--- config.mk ---
export PLATFORM = sky130hd
export DESIGN_NAME = fraction_arithmetic_reducer_unit
export DESIGN_NICKNAME = d
export VERILOG_FILES = /design/src/rtl/far_pkg.sv /design/src/rtl/far_ctrl.sv /design/src/rtl/far_dpath.sv /design/src/rtl/fraction_arithmetic_reducer_unit.sv
export SDC_FILE = /design/constraint.sdc
export NUM_CORES = 2
export LEC_CHECK = 0
export ABC_AREA = 1
export BUFFER_PORTS_ARGS = -buffer_cell sky130_fd_sc_hd__buf_2
export CORE_MARGIN = 2
export CORE_UTILIZATION = 45
export CTS_CLUSTER_DIAMETER = 40
export DETAILED_ROUTE_END_ITERATION = 6
export PLACE_DENSITY = 0.71
export SETUP_SLACK_MARGIN = 0.1
export SYNTH_ARGS = -nofsm -noshare
export SYNTH_HDL_FRONTEND = slang
export SYNTH_SLANG_ARGS = --single-unit
--- constraint.sdc ---
create_clock -name clk -period 6.2 [get_ports clk]
set_clock_uncertainty 0.2 [all_clocks]
set_input_delay 0.31 -clock clk [delete_from_list [all_inputs] [get_ports clk]]
set_output_delay 0.31 -clock clk [all_outputs]
set_load 0.05 [all_outputs]
--- src/rtl/far_pkg.sv ---
`default_nettype none
// ----------------------------------------------------------------------------
// far_pkg: shared types and constants for the fraction arithmetic reducer
// Holds the command and status codes, operand and result widths, state
// encoding, transaction structs and controller/datapath interface structs.
// ----------------------------------------------------------------------------
package far_pkg;

  localparam int OPERAND_BITS = 16;
  localparam int NUM_OUT_BITS = 34;
  localparam int DEN_OUT_BITS = 32;

  typedef enum logic [1:0] {
    CMD_ADD = 2'd0,
    CMD_SUB = 2'd1,
    CMD_MUL = 2'd2,
    CMD_DIV = 2'd3
  } cmd_t;

  typedef enum logic [1:0] {
    ST_OK       = 2'd0,
    ST_ZERO_DEN = 2'd1,
    ST_DIV_ZERO = 2'd2,
    ST_RSVD     = 2'd3
  } status_t;

  typedef struct packed {
    logic [1:0]                     command;
    logic signed [OPERAND_BITS-1:0] num_a;
    logic [OPERAND_BITS-1:0]        den_a;
    logic signed [OPERAND_BITS-1:0] num_b;
    logic [OPERAND_BITS-1:0]        den_b;
  } in_item_t;

  typedef struct packed {
    logic signed [NUM_OUT_BITS-1:0] result_num;
    logic [DEN_OUT_BITS-1:0]        result_den;
    logic [1:0]                     status;
  } out_item_t;

  typedef enum logic [3:0] {
    S_IDLE,
    S_CHECK,
    S_GCD1,
    S_DIVD,
    S_DIVB,
    S_MUL,
    S_COMBINE,
    S_GCD2,
    S_DIVM,
    S_DIVN,
    S_DONE
  } state_t;

  // commands from controller to datapath
  typedef struct packed {
    logic load;
    logic gcd_init;
    logic gcd_step;
    logic mul;
    logic combine;
    logic div_init_d;
    logic div_init_b;
    logic div_init_m;
    logic div_init_n;
    logic div_step;
    logic save_dscale;
    logic save_bscale;
    logic save_mag;
    logic save_den;
  } ctrl_t;

  // status from datapath to controller
  typedef struct packed {
    logic zero_den;
    logic div_zero;
    logic is_addsub;
    logic gcd_done;
    logic div_done;
    logic mag_zero;
  } stat_t;

endpackage : far_pkg
`default_nettype wire

--- src/rtl/far_ctrl.sv ---
`default_nettype none
// ----------------------------------------------------------------------------
// far_ctrl: sequencing state machine
// Steps the datapath through checks, gcd, scaling, combine and reduction.
// ----------------------------------------------------------------------------
module far_ctrl (
  input  wire logic           clk,
  input  wire logic           rst,
  input  wire logic           start,
  input  far_pkg::stat_t      stat,
  output far_pkg::ctrl_t      ctrl,
  output logic                busy,
  output logic                done
);
  import far_pkg::*;

  state_t state, state_next;

  // state register
  always_ff @(posedge clk) begin
    if (rst) state <= S_IDLE;
    else     state <= state_next;
  end

  // next state
  always_comb begin
    state_next = state;
    unique case (state)
      S_IDLE:    if (start) state_next = S_CHECK;
      S_CHECK: begin
        if (stat.zero_den || stat.div_zero) state_next = S_DONE;
        else if (stat.is_addsub)            state_next = S_GCD1;
        else                                state_next = S_MUL;
      end
      S_GCD1:    if (stat.gcd_done) state_next = S_DIVD;
      S_DIVD:    if (stat.div_done) state_next = S_DIVB;
      S_DIVB:    if (stat.div_done) state_next = S_MUL;
      S_MUL:     state_next = S_COMBINE;
      S_COMBINE: state_next = S_GCD2;
      S_GCD2: begin
        if (stat.mag_zero)      state_next = S_DONE;
        else if (stat.gcd_done) state_next = S_DIVM;
      end
      S_DIVM:    if (stat.div_done) state_next = S_DIVN;
      S_DIVN:    if (stat.div_done) state_next = S_DONE;
      S_DONE:    state_next = S_IDLE;
      default:   state_next = S_IDLE;
    endcase
  end

  // outputs
  always_comb begin
    ctrl = '0;
    busy = (state != S_IDLE);
    done = (state == S_DONE);
    unique case (state)
      S_IDLE:  ctrl.load = start;
      S_CHECK: ctrl.gcd_init = stat.is_addsub;
      S_GCD1: begin
        ctrl.gcd_step   = !stat.gcd_done;
        ctrl.div_init_d = stat.gcd_done;
      end
      S_DIVD: begin
        ctrl.div_step    = !stat.div_done;
        ctrl.save_dscale = stat.div_done;
        ctrl.div_init_b  = stat.div_done;
      end
      S_DIVB: begin
        ctrl.div_step    = !stat.div_done;
        ctrl.save_bscale = stat.div_done;
      end
      S_MUL:     ctrl.mul = 1'b1;
      S_COMBINE: ctrl.combine = 1'b1;
      S_GCD2: begin
        ctrl.gcd_step   = !stat.gcd_done && !stat.mag_zero;
        ctrl.div_init_m = stat.gcd_done && !stat.mag_zero;
      end
      S_DIVM: begin
        ctrl.div_step   = !stat.div_done;
        ctrl.save_mag   = stat.div_done;
        ctrl.div_init_n = stat.div_done;
      end
      S_DIVN: begin
        ctrl.div_step = !stat.div_done;
        ctrl.save_den = stat.div_done;
      end
      S_DONE:  ctrl = '0;
      default: ctrl = '0;
    endcase
  end

endmodule : far_ctrl
`default_nettype wire

--- src/rtl/far_dpath.sv ---
`default_nettype none
// ----------------------------------------------------------------------------
// far_dpath: fraction arithmetic datapath
// Sign/magnitude split, shared binary gcd unit (one step per cycle), shared
// restoring divider, combinational 16x16 products and the signed combine.
// ----------------------------------------------------------------------------
module far_dpath (
  input  wire logic                                 clk,
  input  wire logic                                 rst,
  input  wire logic [1:0]                           command,
  input  wire logic [far_pkg::OPERAND_BITS-1:0]     num_a,
  input  wire logic [far_pkg::OPERAND_BITS-1:0]     den_a,
  input  wire logic [far_pkg::OPERAND_BITS-1:0]     num_b,
  input  wire logic [far_pkg::OPERAND_BITS-1:0]     den_b,
  input  far_pkg::ctrl_t                            ctrl,
  output far_pkg::stat_t                            stat,
  output logic [far_pkg::NUM_OUT_BITS-1:0]          result_num,
  output logic [far_pkg::DEN_OUT_BITS-1:0]          result_den,
  output logic [1:0]                                status
);
  import far_pkg::*;

  localparam int OB = OPERAND_BITS;
  localparam int WB = 2 * OB + 1;            // wide magnitude width
  localparam int CB = $clog2(WB + 1);

  // latched operands
  cmd_t          cmd;
  logic          sa, sc;
  logic [OB-1:0] ma, mb, mc, md;
  logic [OB-1:0] ma_in, mc_in;

  // gcd unit
  logic [WB-1:0] gx, gy, g_val;
  logic [CB-1:0] gk;

  // divider
  logic [WB-1:0] dq, dr, dv;
  logic [CB-1:0] dcnt;
  logic [WB+1:0] rem_try;
  logic          rem_neg;
  logic [WB-1:0] rem_sel;

  // products, combine and reduced result
  logic [OB-1:0]   dscale, bscale;       // d / gcd(b,d), b / gcd(b,d)
  logic [OB-1:0]   den_factor;
  logic [2*OB-1:0] prod_p, prod_q, prod_den;
  logic [WB-1:0]   p, q, den, mag, mag_next, mag_red, den_red;
  logic            addsub, sq, sres, sres_next;
  logic [NUM_OUT_BITS-1:0] num_wide;

  assign ma_in = num_a[OB-1] ? -num_a : num_a;
  assign mc_in = num_b[OB-1] ? -num_b : num_b;

  // operand latch
  always_ff @(posedge clk) begin
    if (rst) begin
      cmd <= CMD_ADD;
      sa  <= 1'b0;
      sc  <= 1'b0;
      ma  <= '0;
      mb  <= '0;
      mc  <= '0;
      md  <= '0;
    end else if (ctrl.load) begin
      cmd <= cmd_t'(command);
      sa  <= num_a[OB-1];
      sc  <= num_b[OB-1];
      ma  <= ma_in;
      mc  <= mc_in;
      mb  <= den_a;
      md  <= den_b;
    end
  end

  // binary gcd: strip common twos into gk, then shift or subtract-and-halve
  always_ff @(posedge clk) begin
    if (rst) begin
      gx <= '0;
      gy <= '0;
      gk <= '0;
    end else if (ctrl.gcd_init) begin
      gx <= WB'(mb);
      gy <= WB'(md);
      gk <= '0;
    end else if (ctrl.combine) begin
      gx <= mag_next;
      gy <= den;
      gk <= '0;
    end else if (ctrl.gcd_step) begin
      priority if (!gx[0] && !gy[0]) begin
        gx <= gx >> 1;
        gy <= gy >> 1;
        gk <= gk + 1'b1;
      end else if (!gx[0]) begin
        gx <= gx >> 1;
      end else if (!gy[0]) begin
        gy <= gy >> 1;
      end else if (gx >= gy) begin
        gx <= (gx - gy) >> 1;
      end else begin
        gy <= (gy - gx) >> 1;
      end
    end
  end

  // gcd once one side reaches zero
  assign g_val = (gx | gy) << gk;

  // restoring divider step
  assign rem_try = {1'b0, dr, dq[WB-1]} - {2'b00, dv};
  assign rem_neg = rem_try[WB+1];
  assign rem_sel = rem_neg ? {dr[WB-2:0], dq[WB-1]} : rem_try[WB-1:0];

  // divider: narrow dividends sit in the top bits and take OB steps
  always_ff @(posedge clk) begin
    if (rst) begin
      dq   <= '0;
      dr   <= '0;
      dv   <= '0;
      dcnt <= '0;
    end else if (ctrl.div_init_d || ctrl.div_init_b || ctrl.div_init_m ||
                 ctrl.div_init_n) begin
      dr <= '0;
      dv <= g_val;
      priority if (ctrl.div_init_d) begin
        dq   <= {md, {(WB-OB){1'b0}}};
        dcnt <= CB'(OB);
      end else if (ctrl.div_init_b) begin
        dq   <= {mb, {(WB-OB){1'b0}}};
        dcnt <= CB'(OB);
      end else if (ctrl.div_init_m) begin
        dq   <= mag;
        dcnt <= CB'(WB);
      end else begin
        dq   <= den;
        dcnt <= CB'(WB);
      end
    end else if (ctrl.div_step && dcnt != '0) begin
      dr   <= rem_sel;
      dq   <= {dq[WB-2:0], ~rem_neg};
      dcnt <= dcnt - 1'b1;
    end
  end

  // quotient capture
  always_ff @(posedge clk) begin
    if (rst) begin
      dscale  <= '0;
      bscale  <= '0;
      mag_red <= '0;
      den_red <= '0;
    end else begin
      if (ctrl.save_dscale) dscale <= dq[OB-1:0];
      if (ctrl.save_bscale) bscale <= dq[OB-1:0];
      if (ctrl.save_mag)    mag_red <= dq;
      if (ctrl.save_den)    den_red <= dq;
    end
  end

  // product operands per command
  assign addsub = (cmd == CMD_ADD) || (cmd == CMD_SUB);

  always_comb begin
    if (addsub) begin
      prod_p     = (2*OB)'(ma) * (2*OB)'(dscale);
      prod_q     = (2*OB)'(mc) * (2*OB)'(bscale);
      den_factor = dscale;
    end else if (cmd == CMD_MUL) begin
      prod_p     = (2*OB)'(ma) * (2*OB)'(mc);
      prod_q     = '0;
      den_factor = md;
    end else begin
      prod_p     = (2*OB)'(ma) * (2*OB)'(md);
      prod_q     = '0;
      den_factor = mc;
    end
  end

  assign prod_den = (2*OB)'(mb) * (2*OB)'(den_factor);

  // signed combine of the two scaled numerators
  assign sq = (cmd == CMD_SUB) ? !sc : sc;

  always_comb begin
    if (addsub) begin
      if (sa == sq) begin
        mag_next  = p + q;
        sres_next = sa;
      end else if (p >= q) begin
        mag_next  = p - q;
        sres_next = sa;
      end else begin
        mag_next  = q - p;
        sres_next = sq;
      end
    end else begin
      mag_next  = p;
      sres_next = sa ^ sc;
    end
  end

  // product and combine registers
  always_ff @(posedge clk) begin
    if (rst) begin
      p    <= '0;
      q    <= '0;
      den  <= '0;
      mag  <= '0;
      sres <= 1'b0;
    end else begin
      if (ctrl.mul) begin
        p   <= WB'(prod_p);
        q   <= WB'(prod_q);
        den <= WB'(prod_den);
      end
      if (ctrl.combine) begin
        mag  <= mag_next;
        sres <= sres_next;
      end
    end
  end

  // status to controller
  always_comb begin
    stat.zero_den  = (mb == '0) || (md == '0);
    stat.div_zero  = (cmd == CMD_DIV) && (mc == '0);
    stat.is_addsub = addsub;
    stat.gcd_done  = (gx == '0) || (gy == '0);
    stat.div_done  = (dcnt == '0);
    stat.mag_zero  = (mag == '0);
  end

  // result fields, valid while the controller is in its done state
  assign num_wide = NUM_OUT_BITS'(mag_red);

  always_comb begin
    priority if (stat.zero_den) begin
      result_num = '0;
      result_den = '0;
      status     = ST_ZERO_DEN;
    end else if (stat.div_zero) begin
      result_num = '0;
      result_den = '0;
      status     = ST_DIV_ZERO;
    end else if (stat.mag_zero) begin
      result_num = '0;
      result_den = DEN_OUT_BITS'(1);
      status     = ST_OK;
    end else begin
      result_num = sres ? -num_wide : num_wide;
      result_den = DEN_OUT_BITS'(den_red);
      status     = ST_OK;
    end
  end

endmodule : far_dpath
`default_nettype wire

--- src/rtl/fraction_arithmetic_reducer_unit.sv ---
`default_nettype none
// ----------------------------------------------------------------------------
// fraction_arithmetic_reducer_unit: exact fraction add/sub/mul/div
// Pulse start while busy is low; one result appears with done for one cycle.
// ----------------------------------------------------------------------------
// One transaction at a time. A rejected transaction (zero denominator or
// division by zero) goes from the check straight to done. For multiply and
// divide the time grows with the number of binary gcd steps on the result
// (at most 65); a zero result ends early, after the combine. Add and
// subtract first also run the gcd steps on the denominators (at most 32)
// and the two scale divides. The time is set by the shared gcd unit and the
// restoring divider (16 steps for each scale factor, 33 for each reduction
// divide). busy drops in the cycle after done, when the next start can be
// taken. The result is valid from the done cycle until the next start is
// taken, and the receiver cannot stall it.
module fraction_arithmetic_reducer_unit (
  input  wire logic                clk,
  input  wire logic                rst,
  input  wire logic                start,
  input  far_pkg::in_item_t        in_item,
  output logic                     busy,
  output logic                     done,
  output far_pkg::out_item_t       out_item
);
  import far_pkg::*;

  ctrl_t ctrl;
  stat_t stat;

  // controller
  far_ctrl u_ctrl (
    .clk  (clk),
    .rst  (rst),
    .start(start),
    .stat (stat),
    .ctrl (ctrl),
    .busy (busy),
    .done (done)
  );

  // datapath
  far_dpath u_dpath (
    .clk       (clk),
    .rst       (rst),
    .command   (in_item.command),
    .num_a     (in_item.num_a),
    .den_a     (in_item.den_a),
    .num_b     (in_item.num_b),
    .den_b     (in_item.den_b),
    .ctrl      (ctrl),
    .stat      (stat),
    .result_num(out_item.result_num),
    .result_den(out_item.result_den),
    .status    (out_item.status)
  );

endmodule : fraction_arithmetic_reducer_unit
`default_nettype wire
==> reports/metrics.csv <==
metric,value,unit
start_kind,flop,
ant_nets,0,
h-tree-depth,3,
fin_area,0.09663,mm²
p_sw_frac,0.5701,
p_per_area,401.2,mW/mm²
core.rowCount,157,
dr.pass1.iters,7,
critPathKind,flop to flop,
gp_congestion,1.047,
r2r-start,u_dpath.cmd[1],
hold_viol,0,
core_area,0.1827,mm²
syn_area,0.08257,mm²
worstSkewPairLatency,780,ps
rr_endpoint,u_dpath.den[21],
vias,83167,
synth-seq-area-share,0.1152,
multiInputGateArea,0.06176,mm²
syn2layout_area_growth,17.02,%
nets,14713,
clkPwrFrac,0.142,
reg2regPathDepth,28,
grt_max_degree,131,
start_util,0.4520,
critical_path.endpoint_type,flop,
rrSetupSlack,80,ps
wl_met1,123.3,mm
regArea,0.009629,mm²
period_share,0.9878,
cp_top_family,adder cells,
cts_sinks,475,
fillerInstances,17910,
cp_common_cell,fa_1,
cts_tree,built,
root_buffer,clkbuf_16,
critPathArrivalTime,6610,ps
topRoutingLayerUsed,met5,
post_drt_wl_per_cell,20.70,µm
max_freq,0.1633,GHz
cpMaxStageDelayCell,fa_1,
power,38.76,mW
max-slew-margin-rel,0.1273,
yosys.area.top_type,fa_1,
ys_types,61,
grt_antenna_before_repair,4,
numCtsBuffers,97,
first_iter_violations,8450,
holdPathEnd,u_dpath.mc[1],
grt-ovfl-total,0,
critical_path_buf_inv_count,9,
num_io_pins,139,
utilization,0.5289,
wl,318.5,mm
clockBufferDepth,3,
critPathMaxStageDelay,550,ps
post-route-drc-count,10,
synth.net_count,14243,
ys_seq_elements,475,
dieArea,0.1869,mm²
dr_wl_met3,27.68,mm
setup_viol,0,
violations,DRC,
dpl-instance-area,0.08982,mm²
grt_first_pass_wirelength,472.1,mm
die_h,432.4,µm
synth.avg_cell_area,6.634,µm²
sequentialPowerShare,0.117,
power_switching,22.10,mW
rsz0062_at_grt,true,
irDropWorstVdd,0.4628,mV
fin_crit,6124,ps
die_w,432.4,µm
p_leak,52.19,nW
hp-class,primary input to flop,
port_buffers,138,
report.final.slew_viol_count,0,
min-delay-start,in_item[16],
power.share.combinational,0.741,
worst_pin_slew,1295,ps
crit_required,6690,ps
cp_max_fo,9,
p_int,16.66,mW
drive_above_1_share,0.1185,
hpwlAfterDp,254.6,mm
status,"finished, violations left",
grt_pass1_vias,79482,
viasPerCell,5.404,
dr_wl_met2,140.5,mm
path_clk_slew,50,ps
synth_warnings,0,
yosys.area.top_type_share,0.2366,
netlist_instances,12447,
track_usage,0.3305,
hold_depth,5,
whs,73.32,ps
maxCapViolations,0,
synth_area_leaders,"fa_1 24%, nand2_1 14%, inv_1 12%",
==> area by class of cell <==
type,count,share of cell area
timing repair inverter,1,0.00007769
inverter,2779,0.1084
antenna,4,0.0001036
tap,2385,0.03088
multi-input combinational,8633,0.6392
clock inverter,74,0.009440
timing repair buffer,930,0.08585
sequential,475,0.09966
clock buffer,109,0.02642
==> what timing repair did <==
item / in CTS / in global routing
gates cloned: 4 / 8
endpoints found under the hold margin: 74 / 0
pin swaps: 16 / 123
setup buffers: 6 / 32
setup endpoints to repair: 32 / 53
hold buffers: 99 / 0
gates resized for setup: 93 / 398
==> cells in the mapped netlist (all sizes together) <==
cell type / n
nand3: 472
xnor2: 36
o211a: 2
o221ai: 13
clkinv: 23
o21bai: 51
o221a: 1
a211oi: 8
nor3: 75
a21oi: 910
dfxtp: 475
a21boi: 9
nand2: 3172
nand3b: 19
xor2: 120
mux2i: 10
nor3b: 2
a31oi: 31
fa: 976
a32oi: 1
inv: 2756
o21a: 7
o21ai: 776
or2: 50
nand4: 101
buf: 148
clkbuf: 412
a41oi: 11
nor2: 856
o2111ai: 1
a31o: 1
ha: 751
a311oi: 1
nor4: 29
and3: 5
and2: 3
a22oi: 4
a221oi: 11
o31ai: 5
o211ai: 48
a21o: 24
o22ai: 41
==> worst max-delay path by stage <==
stage	startpoint	endpoint	slack (ps)	depth (start not counted)
3_3_place_gp	u_dpath.cmd[1]	u_dpath.den[21]	-250	27
2_1_floorplan	u_dpath.cmd[1]	u_dpath.den[27]	110	28
3_5_place_dp	u_dpath.cmd[1]	u_dpath.den[28]	-290	32
6_report	u_dpath.cmd[1]	u_dpath.den[21]	80	28
4_1_cts	u_dpath.cmd[1]	u_dpath.den[24]	80	24
5_1_grt	u_dpath.cmd[1]	u_dpath.den[21]	-220	28
==> cells in the final DEF (no fill, tap or decap), types with 59 or more instances in the layout <==
cell	n
a21oi_2	59
ha_1	713
buf_12	85
nand2_2	67
o21ai_0	702
nand3_1	429
nor2_1	798
inv_2	64
inv_1	2684
nor3_1	59
buf_4	567
nand2_1	3095
a21oi_1	844
nand4_1	101
buf_2	137
fa_1	959
clkbuf_16	105
xor2_1	119
dlygate4sd3_1	99
dfxtp_1	423
==> worst register-to-register path: cells and delay by family, from the launching register on <==
family / cells / cell delay (ps)
DFF: 1 / 370
and+or+nand+nor: 9 / 1060
buffers and inverters: 9 / 580
AOI/OAI and AO/OA: 3 / 490
adders and majority gates: 7 / 3400
==> cells by family after synthesis <==
| kind of cell | after synthesis | synth area share |
|---|---|---|
| and+or+nand+nor | 4784 | 0.2349 |
| buffers and inverters | 3339 | 0.1544 |
| AOI/OAI and AO/OA | 1956 | 0.1273 |
| adders and majority gates | 1727 | 0.3504 |
| DFF | 475 | 0.1152 |
| xor gates and xnor gates | 156 | 0.01655 |
| muxes | 10 | 0.001212 |
==> flip-flops by register name, indices dropped and copies added (netlist names), 6 cells and up <==
name	cells
u_dpath.dv	33
u_dpath.q	32
u_dpath.mag	33
u_dpath.dscale	16
u_dpath.gk	6
u_dpath.gy	32
u_dpath.dq	33
u_dpath.gx	33
u_dpath.den_red	32
u_dpath.mag_red	33
u_dpath.dr	33
u_dpath.p	32
u_dpath.md	16
u_dpath.ma	16
u_dpath.bscale	16
u_dpath.mc	16
u_dpath.den	32
u_dpath.dcnt	6
u_dpath.mb	16
==> per-layer routing <==
| metal | vias up | global-route usage |
|---|---|---|
| met2 | 4024 | 0.5225 |
| met3 | 975 | 0.05067 |
| li1 | 38942 | - |
| met1 | 39222 | 0.4166 |
| met5 | - | 0 |
| met4 | 4 | 0.2242 |
==> through the flow <==
stage / instances / TNS, ps / worst slack [ps]
floorplan: 12447 / 0 / 107.9
finish: 15390 / 0 / 75.93
global route: 15386 / -1634 / -222.4
global placement: 15054 / -3009 / -253.6
CTS: 15346 / 0 / 77.38
detailed placement: 15054 / -3746 / -288.7
==> power groups by stage <==
stage | Combinational [mW] | Clock (mW) | Sequential, mW
3_3_place_gp | 26.6 | 0 | 4.48
5_1_grt | 31.2 | 5.69 | 4.55
4_1_cts | 27.2 | 5.56 | 4.45
6_report | 28.7 | 5.52 | 4.52
3_5_place_dp | 26.6 | 0 | 4.49
2_1_floorplan | 17.6 | 0 | 3.99
Note: power is estimated with default switching activity, not from simulation.
